**src/sv/tmd_pkg.sv**
```systemverilog
// Package for the typed message deframer.
// Holds the header tag values, field codes and the result record type.
// Depends on nothing; used by every module of the deframer.
package tmd_pkg;

    localparam logic [31:0] TAG_STR_STR    = 32'h00AB_CDEF;
    localparam logic [31:0] TAG_STR_INT    = 32'h00AB_CDEE;
    localparam logic [31:0] TAG_STR_DOUBLE = 32'h00AB_CDEC;
    localparam logic [31:0] TAG_COMMAND    = 32'h00AB_CDED;

    localparam logic [1:0] TYPE_STR_STR    = 2'd0;
    localparam logic [1:0] TYPE_STR_INT    = 2'd1;
    localparam logic [1:0] TYPE_STR_DOUBLE = 2'd2;
    localparam logic [1:0] TYPE_COMMAND    = 2'd3;

    localparam logic [1:0] PART_KEY   = 2'd0;
    localparam logic [1:0] PART_VALUE = 2'd1;
    localparam logic [1:0] PART_WORD  = 2'd2;
    localparam logic [1:0] PART_NONE  = 2'd3;

    localparam logic [1:0] ERR_NONE    = 2'd0;
    localparam logic [1:0] ERR_BAD_TAG = 2'd1;
    localparam logic [1:0] ERR_SHORT   = 2'd2;

    localparam logic [31:0] MIN_LEN_COMMAND = 32'd12;
    localparam logic [31:0] MIN_LEN_KEYED   = 32'd16;
    localparam logic [31:0] INT_BYTES       = 32'd4;
    localparam logic [31:0] DOUBLE_BYTES    = 32'd8;
    localparam logic [31:0] CMD_BYTES       = 32'd4;

    typedef struct packed {
        logic [1:0]  msg_type;
        logic [1:0]  part;
        logic [63:0] payload;
        logic        end_of_message;
        logic [1:0]  error;
    } result_t;

endpackage

```
**src/sv/typed_message_deframer_core.sv**
```systemverilog
// Top level of the typed message deframer.
// Connects the parser, the result queue and the output stage.
// Depends on tmd_pkg, tmd_front, tmd_queue and tmd_back.
//
//  Channel  Direction  Transaction
//  s_       in         one received stream byte
//  m_       out        one key byte, string byte, value word or end marker
//
// One byte is taken every clock while the queue has room; its result, if any,
// enters the queue at the edge that accepts the byte and reaches m_ through the
// output register. The queue of QUEUE_DEPTH entries absorbs stalls on m_, and
// s_tready falls only while it is full.
// A synchronous active-low reset clears the parser, the queue and the output.
// After an error the block keeps taking bytes and drops them until reset.
module typed_message_deframer_core #(
    parameter int QUEUE_DEPTH = 4
) (
    input  logic        aclk,
    input  logic        aresetn,
    input  logic        s_tvalid,
    output logic        s_tready,
    input  logic [7:0]  s_tdata,   // rx_byte[7:0]
    output logic        m_tvalid,
    input  logic        m_tready,
    output logic [71:0] m_tdata,   // payload[63:0], error[65:64], zero[71:66]
    output logic [3:0]  m_tuser,   // msg_type[1:0], part[3:2]
    output logic        m_tlast
);

    logic             q_full;
    logic             q_empty;
    logic             q_pop;
    logic             res_valid;
    tmd_pkg::result_t res;
    tmd_pkg::result_t q_data;

    assign s_tready = !q_full;

    tmd_front u_front (
        .aclk       (aclk),
        .aresetn    (aresetn),
        .byte_valid (s_tvalid && s_tready),
        .byte_data  (s_tdata),
        .res_valid  (res_valid),
        .res        (res)
    );

    tmd_queue #(
        .DEPTH (QUEUE_DEPTH)
    ) u_queue (
        .aclk    (aclk),
        .aresetn (aresetn),
        .wr_en   (res_valid),
        .wr_data (res),
        .full    (q_full),
        .rd_en   (q_pop),
        .rd_data (q_data),
        .empty   (q_empty)
    );

    tmd_back u_back (
        .aclk     (aclk),
        .aresetn  (aresetn),
        .q_empty  (q_empty),
        .q_data   (q_data),
        .q_pop    (q_pop),
        .m_tvalid (m_tvalid),
        .m_tready (m_tready),
        .m_tdata  (m_tdata),
        .m_tuser  (m_tuser),
        .m_tlast  (m_tlast)
    );

endmodule

```
**src/sv/tmd_front.sv**
```systemverilog
// Front end of the typed message deframer: parses the byte stream.
// Tracks the segment header, counts content bytes and builds result records.
// Depends on tmd_pkg.
module tmd_front (
    input  logic             aclk,
    input  logic             aresetn,
    input  logic             byte_valid,
    input  logic [7:0]       byte_data,
    output logic             res_valid,
    output tmd_pkg::result_t res
);

    logic [31:0] pos_reg, pos_next;
    logic [31:0] tag_reg, tag_next;
    logic [31:0] seg_len_reg, seg_len_next;
    logic [31:0] key_len_reg, key_len_next;
    logic [31:0] val_len_reg, val_len_next;
    logic [63:0] acc_reg, acc_next;
    logic        halted_reg, halted_next;
    logic [1:0]  type_reg, type_next;
    logic [31:0] key_rem_reg, key_rem_next;
    logic [31:0] val_rem_reg, val_rem_next;
    logic [2:0]  wcnt_reg, wcnt_next;

    logic        hi_zero;
    logic [3:0]  lo;
    logic [4:0]  lane_sh;
    logic        have;
    logic        stop;
    logic        content;
    logic [32:0] pos_inc;
    logic [33:0] need;
    logic [31:0] addend;

    always_ff @(posedge aclk) begin
        if (!aresetn) begin
            pos_reg     <= '0;
            tag_reg     <= '0;
            seg_len_reg <= '0;
            key_len_reg <= '0;
            val_len_reg <= '0;
            acc_reg     <= '0;
            halted_reg  <= 1'b0;
            type_reg    <= tmd_pkg::TYPE_STR_STR;
            key_rem_reg <= '0;
            val_rem_reg <= '0;
            wcnt_reg    <= '0;
        end else begin
            pos_reg     <= pos_next;
            tag_reg     <= tag_next;
            seg_len_reg <= seg_len_next;
            key_len_reg <= key_len_next;
            val_len_reg <= val_len_next;
            acc_reg     <= acc_next;
            halted_reg  <= halted_next;
            type_reg    <= type_next;
            key_rem_reg <= key_rem_next;
            val_rem_reg <= val_rem_next;
            wcnt_reg    <= wcnt_next;
        end
    end

    always_comb begin
        pos_next     = pos_reg;
        tag_next     = tag_reg;
        seg_len_next = seg_len_reg;
        key_len_next = key_len_reg;
        val_len_next = val_len_reg;
        acc_next     = acc_reg;
        halted_next  = halted_reg;
        type_next    = type_reg;
        key_rem_next = key_rem_reg;
        val_rem_next = val_rem_reg;
        wcnt_next    = wcnt_reg;

        res_valid          = 1'b0;
        res.msg_type       = type_reg;
        res.part           = tmd_pkg::PART_NONE;
        res.payload        = '0;
        res.end_of_message = 1'b0;
        res.error          = tmd_pkg::ERR_NONE;

        hi_zero = (pos_reg[31:4] == 28'd0);
        lo      = pos_reg[3:0];
        lane_sh = {lo[1:0], 3'b000};
        have    = 1'b0;
        stop    = 1'b0;
        content = 1'b0;
        pos_inc = {1'b0, pos_reg} + 33'd1;
        addend  = '0;
        need    = '0;

        if (byte_valid && !halted_reg) begin
            if (hi_zero && lo < 4'd4) begin
                if (lo[1:0] == 2'd0) begin
                    tag_next = '0;
                end
                tag_next[lane_sh +: 8] = byte_data;
                acc_next = '0;
                if (lo == 4'd3) begin
                    case (tag_next)
                        tmd_pkg::TAG_STR_STR:    type_next = tmd_pkg::TYPE_STR_STR;
                        tmd_pkg::TAG_STR_INT:    type_next = tmd_pkg::TYPE_STR_INT;
                        tmd_pkg::TAG_STR_DOUBLE: type_next = tmd_pkg::TYPE_STR_DOUBLE;
                        tmd_pkg::TAG_COMMAND:    type_next = tmd_pkg::TYPE_COMMAND;
                        default: begin
                            halted_next  = 1'b1;
                            stop         = 1'b1;
                            res_valid    = 1'b1;
                            res.msg_type = tmd_pkg::TYPE_STR_STR;
                            res.error    = tmd_pkg::ERR_BAD_TAG;
                        end
                    endcase
                end
            end else if (hi_zero && lo < 4'd8) begin
                if (lo[1:0] == 2'd0) begin
                    seg_len_next = '0;
                end
                seg_len_next[lane_sh +: 8] = byte_data;
                if (lo == 4'd7) begin
                    if (seg_len_next < ((type_reg == tmd_pkg::TYPE_COMMAND) ?
                                        tmd_pkg::MIN_LEN_COMMAND :
                                        tmd_pkg::MIN_LEN_KEYED)) begin
                        halted_next = 1'b1;
                        stop        = 1'b1;
                        res_valid   = 1'b1;
                        res.error   = tmd_pkg::ERR_SHORT;
                    end else if (type_reg == tmd_pkg::TYPE_COMMAND) begin
                        key_rem_next = '0;
                        val_rem_next = tmd_pkg::CMD_BYTES;
                        wcnt_next    = '0;
                    end
                end
            end else if (type_reg == tmd_pkg::TYPE_COMMAND) begin
                content = 1'b1;
            end else if (hi_zero && lo < 4'd12) begin
                if (lo[1:0] == 2'd0) begin
                    key_len_next = '0;
                end
                key_len_next[lane_sh +: 8] = byte_data;
            end else if (hi_zero) begin
                if (lo[1:0] == 2'd0) begin
                    val_len_next = '0;
                end
                val_len_next[lane_sh +: 8] = byte_data;
                if (lo == 4'd15) begin
                    case (type_reg)
                        tmd_pkg::TYPE_STR_STR:   addend = val_len_next;
                        tmd_pkg::TYPE_STR_INT:   addend = tmd_pkg::INT_BYTES;
                        default:                 addend = tmd_pkg::DOUBLE_BYTES;
                    endcase
                    need = {2'b00, tmd_pkg::MIN_LEN_KEYED} + {2'b00, key_len_reg}
                         + {2'b00, addend};
                    if (need > {2'b00, seg_len_reg}) begin
                        halted_next = 1'b1;
                        stop        = 1'b1;
                        res_valid   = 1'b1;
                        res.error   = tmd_pkg::ERR_SHORT;
                    end else begin
                        key_rem_next = key_len_reg;
                        val_rem_next = addend;
                        wcnt_next    = '0;
                    end
                end
            end else begin
                content = 1'b1;
            end

            if (content) begin
                if (key_rem_reg != 32'd0) begin
                    have         = 1'b1;
                    res.part     = tmd_pkg::PART_KEY;
                    res.payload  = {56'd0, byte_data};
                    key_rem_next = key_rem_reg - 32'd1;
                end else if (val_rem_reg != 32'd0) begin
                    val_rem_next = val_rem_reg - 32'd1;
                    if (type_reg == tmd_pkg::TYPE_STR_STR) begin
                        have        = 1'b1;
                        res.part    = tmd_pkg::PART_VALUE;
                        res.payload = {56'd0, byte_data};
                    end else begin
                        acc_next[{wcnt_reg, 3'b000} +: 8] = byte_data;
                        wcnt_next = wcnt_reg + 3'd1;
                        if (val_rem_reg == 32'd1) begin
                            have        = 1'b1;
                            res.part    = tmd_pkg::PART_WORD;
                            res.payload = acc_next;
                        end
                    end
                end
            end

            if (!stop) begin
                if (!(hi_zero && lo < 4'd8) && pos_inc == {1'b0, seg_len_reg}) begin
                    pos_next           = '0;
                    res_valid          = 1'b1;
                    res.end_of_message = 1'b1;
                end else begin
                    pos_next  = pos_inc[31:0];
                    res_valid = have;
                end
            end
        end
    end

endmodule

```
**src/sv/tmd_queue.sv**
```systemverilog
// Result queue of the typed message deframer.
// A small first-in first-out buffer between the parser and the output stage.
// Depends on tmd_pkg.
module tmd_queue #(
    parameter int DEPTH = 4
) (
    input  logic             aclk,
    input  logic             aresetn,
    input  logic             wr_en,
    input  tmd_pkg::result_t wr_data,
    output logic             full,
    input  logic             rd_en,
    output tmd_pkg::result_t rd_data,
    output logic             empty
);

    localparam int AW = (DEPTH > 1) ? $clog2(DEPTH) : 1;
    localparam int CW = $clog2(DEPTH + 1);
    localparam logic [AW-1:0] LAST = AW'(DEPTH - 1);
    localparam logic [CW-1:0] FULL_COUNT = CW'(DEPTH);

    tmd_pkg::result_t mem_reg [DEPTH];
    logic [AW-1:0] wr_ptr_reg, wr_ptr_next;
    logic [AW-1:0] rd_ptr_reg, rd_ptr_next;
    logic [CW-1:0] count_reg, count_next;
    logic          do_wr;
    logic          do_rd;

    assign full    = (count_reg == FULL_COUNT);
    assign empty   = (count_reg == '0);
    assign do_wr   = wr_en && !full;
    assign do_rd   = rd_en && !empty;
    assign rd_data = mem_reg[rd_ptr_reg];

    always_comb begin
        wr_ptr_next = wr_ptr_reg;
        rd_ptr_next = rd_ptr_reg;
        count_next  = count_reg;
        if (do_wr) begin
            wr_ptr_next = (wr_ptr_reg == LAST) ? '0 : wr_ptr_reg + AW'(1);
        end
        if (do_rd) begin
            rd_ptr_next = (rd_ptr_reg == LAST) ? '0 : rd_ptr_reg + AW'(1);
        end
        if (do_wr && !do_rd) begin
            count_next = count_reg + CW'(1);
        end else if (do_rd && !do_wr) begin
            count_next = count_reg - CW'(1);
        end
    end

    always_ff @(posedge aclk) begin
        if (!aresetn) begin
            wr_ptr_reg <= '0;
            rd_ptr_reg <= '0;
            count_reg  <= '0;
        end else begin
            wr_ptr_reg <= wr_ptr_next;
            rd_ptr_reg <= rd_ptr_next;
            count_reg  <= count_next;
        end
    end

    always_ff @(posedge aclk) begin
        if (do_wr) begin
            mem_reg[wr_ptr_reg] <= wr_data;
        end
    end

endmodule

```
**src/sv/tmd_back.sv**
```systemverilog
// Output stage of the typed message deframer.
// Pulls result records from the queue into the output register of the stream.
// Depends on tmd_pkg.
module tmd_back (
    input  logic             aclk,
    input  logic             aresetn,
    input  logic             q_empty,
    input  tmd_pkg::result_t q_data,
    output logic             q_pop,
    output logic             m_tvalid,
    input  logic             m_tready,
    output logic [71:0]      m_tdata,
    output logic [3:0]       m_tuser,
    output logic             m_tlast
);

    logic             valid_reg, valid_next;
    tmd_pkg::result_t data_reg;

    assign q_pop      = !q_empty && (!valid_reg || m_tready);
    assign valid_next = q_pop || (valid_reg && !m_tready);

    always_ff @(posedge aclk) begin
        if (!aresetn) begin
            valid_reg <= 1'b0;
        end else begin
            valid_reg <= valid_next;
        end
    end

    always_ff @(posedge aclk) begin
        if (q_pop) begin
            data_reg <= q_data;
        end
    end

    assign m_tvalid = valid_reg;
    assign m_tdata  = {6'd0, data_reg.error, data_reg.payload};
    assign m_tuser  = {data_reg.part, data_reg.msg_type};
    assign m_tlast  = data_reg.end_of_message;

endmodule

```
**config.mk**
```make
export PLATFORM = sky130hd
export DESIGN_NAME = typed_message_deframer_core
export DESIGN_NICKNAME = d
export VERILOG_FILES = /design/src/sv/tmd_pkg.sv /design/src/sv/typed_message_deframer_core.sv /design/src/sv/tmd_front.sv /design/src/sv/tmd_queue.sv /design/src/sv/tmd_back.sv
export SDC_FILE = /design/constraint.sdc
export NUM_CORES = 1
export LEC_CHECK = 0
export BUFFER_PORTS_ARGS = -buffer_cell sky130_fd_sc_hd__buf_4
export CAP_MARGIN = 10
export CORE_ASPECT_RATIO = 1.2
export CORE_MARGIN = 8
export CORE_UTILIZATION = 55
export CTS_CLUSTER_SIZE = 12
export DETAILED_ROUTE_END_ITERATION = 7
export GPL_TIMING_DRIVEN = 0
export PLACE_DENSITY = 0.72
export SYNTH_ARGS = -nofsm -noshare
export SYNTH_HDL_FRONTEND = slang
export SYNTH_SLANG_ARGS = --single-unit
```
**constraint.sdc**
```tcl
create_clock -name aclk -period 8.5 [get_ports aclk]
set_input_delay 0.425 -clock aclk [delete_from_list [all_inputs] [get_ports aclk]]
set_output_delay 0.425 -clock aclk [all_outputs]
set_load 0.02 [all_outputs]
```
==> run summary <==
worst vdd ir - 0.0001813 V
H-tree depth - 3
Top FF cell, synth - edfxtp_1
Top Family by Delay on Critical Path - compound AO/OA/AOI/OAI gates
Remaining DRCs - 28
FF+latch count, synth - 657
Psw - 2.792 mW
HPWL Detailed - 85510 µm
DIE AREA - 68650 µm²
number of vias per cell - 6.609
FFs w/ async S/R, synth - 0%
PD cells - 237.1 nW/µm²
ANT nets after route - 0
via count - 28.95k
metal3 WL - 10820 µm
combinational share of power - 25.4%
RePlAce Congestion - 0.9895
max FFs per register - 284
R2R setup slack - 0.15 ns
Total Routing Usage GR - 34.09%
leakage - 12.62 nW
start point of the critical path - u_front.pos_reg[0]
Final Skew - 0.02747 ns
FP Rows - 98
DP Worst Slack - -1.754 ns
die width - 240.5 µm
clk sinks - 657
Cell variety after synth - 88
met2 WL - 56630 µm
Sequential Power Share - 42.2%
Post-Syn Area - 33270 µm²
Worst Path Required - 8.96 ns
per-cell routed wire length - 27.57 µm
Final Instance Area - 37510 µm²
clk buf depth - 3
placed cell area - 35070 µm²
crit path DAT - 8.81 ns
Tightest Pin Transition - 1.251 ns
Slowest Stage Delay on Critical Path - 0.81 ns
initial core utilization - 55.72%
highest clock rate - 0.1197 GHz
clk slew on worst S/H paths - 0.07 ns
Post-synth EDFFs - 355
TritonCTS buffer count - 69
initial antenna violation count - 2
Pins Over Slew Limit - 0
final setup violating endpoints - 0
Max Used Layer - met5
largest net degree at the start of global routing - 48
slowest CP cell - a21oi_1
Post-Synthesis Cells - 3352
Finished Layout Cells - 4381
Max transition margin - 15.85%
most frequent cells in the layout - 382 x nor2_1, 355 x edfxtp_1, 329 x a21oi_1
internal cell power - 6.100 mW
final global-route overflow total - 0
final worst setup slack - 0.1457 ns
DIE HEIGHT - 285.4 µm
Yosys warning count - 0
Fill cells - 4836
Tcrit/Tclk final - 98.29%
CP startpoint kind - flop
Clock Tree Root - clkbuf_16
first-pass GRT wire length - 175800 µm
crit path max fanout - 10
Crit Path Class - flop to flop
core area - 59710 µm²
number of cells on the critical path - 29
Worst path most repeated cell - ha_1
post-synthesis sequential area ratio - 50.21%
Detailed Routing Iterations Pass 1 - 8
mean post-synth cell area - 9.926 µm²
R2R Path End - u_front.wcnt_reg[1]
R2R depth - 29
Worst R2R Start - u_front.pos_reg[0]
Hold/Removal Path Class - primary input to flop
Iteration-0 DRC Markers - 3422
Post-Route WL - 120800 µm
insertion delay to the later sink of the worst-skew pair - 0.63 ns
# IOs - 91
failing checks - design-rule violations
CTS tree - built
number of global-route vias before repair - 28.20k
dpl cells - 4244
CP endpoint kind - flop
Post-Route M1 WL - 44060 µm
nets - 3636
end of the critical path - u_front.wcnt_reg[1]
sw frac - 31.40%
most common cell after layout, fill and taps aside - nor2_1
worst path buffer plus inverter count - 6
Final Hold Viols - 0
number of port buffers - 80
number of max-cap violations - 0
status - finished with violations
fin crit period - 8.354 ns
P&R area growth vs syn - 12.73%
ratio of cells with drive above 1 in the final layout - 11.79%
Clock Power Share - 32.5%
cells by family after synthesis:
kind of cell	after synthesis	share of synthesized area, %
xor+xnor	120	3.159
other cells	1	0.01127
simple gates	1191	17.53
fa+ha+maj	89	3.392
buf+inv	317	3.892
mux	94	5.517
flops	657	50.21
compound gates	883	16.29
cells in the mapped netlist, types with 39 or more instances:
master,instances,area (µm²)
a22oi_1,134,1006
clkbuf_1,171,641.9
edfxtp_1,355,10660
nor2_1,384,1441
inv_1,81,304.0
nor3_1,68,340.3
xor2_1,39,341.6
dfxtp_1,302,6046
ha_1,87,1089
xnor2_1,81,709.4
mux4_2,71,1599
nand2_1,293,1100
o21ai_0,178,890.9
nand3_1,125,625.6
nand4_1,42,262.8
a21oi_1,338,1692
area by class of cell:
type                       instances  area [µm²]  area share (%)
buffer                           234        1012           2.699
sequential                       657       16710           44.54
antenna                            1       2.502        0.006672
inverter                          82       307.8          0.8206
tap                              800        1001           2.669
clock inverter                    18       187.7          0.5004
timing repair buffer             104       895.9           2.388
multi-input combinational       2387       15500           41.32
clock buffer                      98        1896           5.054
metrics by stage:
step	utilization (%)	hold slack [ns]	TNS, ns	power, mW
after global placement	58.43	0.4398	-1111.71	5.968
after floorplan	-	0.4316	0	5.198
after global routing	62.81	0.1266	-0.02864	9.160
after CTS	62.46	0.09644	-0.8188	8.871
after detailed placement	58.74	0.4484	-553.73	6.000
final	62.81	0.1117	0	8.892
worst reg2reg max path: cells and delay by family, from the launching register on:
kind	cells	cell delay (ns)
AND/OR/NAND/NOR	3	0.64
XOR/XNOR	1	0.15
buffers and inverters	6	1.44
AO/OA/AOI/OAI	16	4.49
flip-flops	1	0.40
adder cells (fa/ha/maj)	3	1.07
routing by layer:
metal  vias to the layer above  GRT usage [%]
met5                         -              0
met4                         2          22.53
met3                       470          6.484
met2                      1737          55.76
met1                     14000          40.67
li1                      12744              -
timing repair:
item / CTS / global route
gates cloned: 0 / 4
hold buffers: 0 / 0
pin swaps: 9 / 14
setup buffers: 5 / 11
gates resized for setup: 29 / 31
hold endpoints to repair: 0 / 0
endpoints found under the setup margin: 397 / 391
worst min-delay path by stage:
stage | slack, ns | endpoint | cells past startpoint | startpoint
2_1_floorplan | 0.43 | u_front.val_len_reg[26] | 2 | u_front.val_len_reg[26]
3_5_place_dp | 0.45 | u_front.val_len_reg[0] | 2 | u_front.val_len_reg[0]
5_1_grt | 0.13 | u_back.m_tvalid | 4 | m_tready
4_1_cts | 0.1 | u_back.m_tvalid | 4 | m_tready
6_report | 0.11 | u_back.m_tvalid | 4 | m_tready
3_3_place_gp | 0.44 | u_front.val_len_reg[27] | 2 | u_front.val_len_reg[27]
power by group through the flow:
stage | registers (mW) | logic, mW | clock network (mW)
6_report | 3.75 | 2.25 | 2.89
3_5_place_dp | 3.81 | 2.19 | 0
2_1_floorplan | 4.05 | 1.14 | 0
5_1_grt | 3.78 | 2.38 | 3.00
4_1_cts | 3.75 | 2.23 | 2.89
3_3_place_gp | 3.85 | 2.11 | 0
Note: power is estimated with default switching activity, not from simulation.
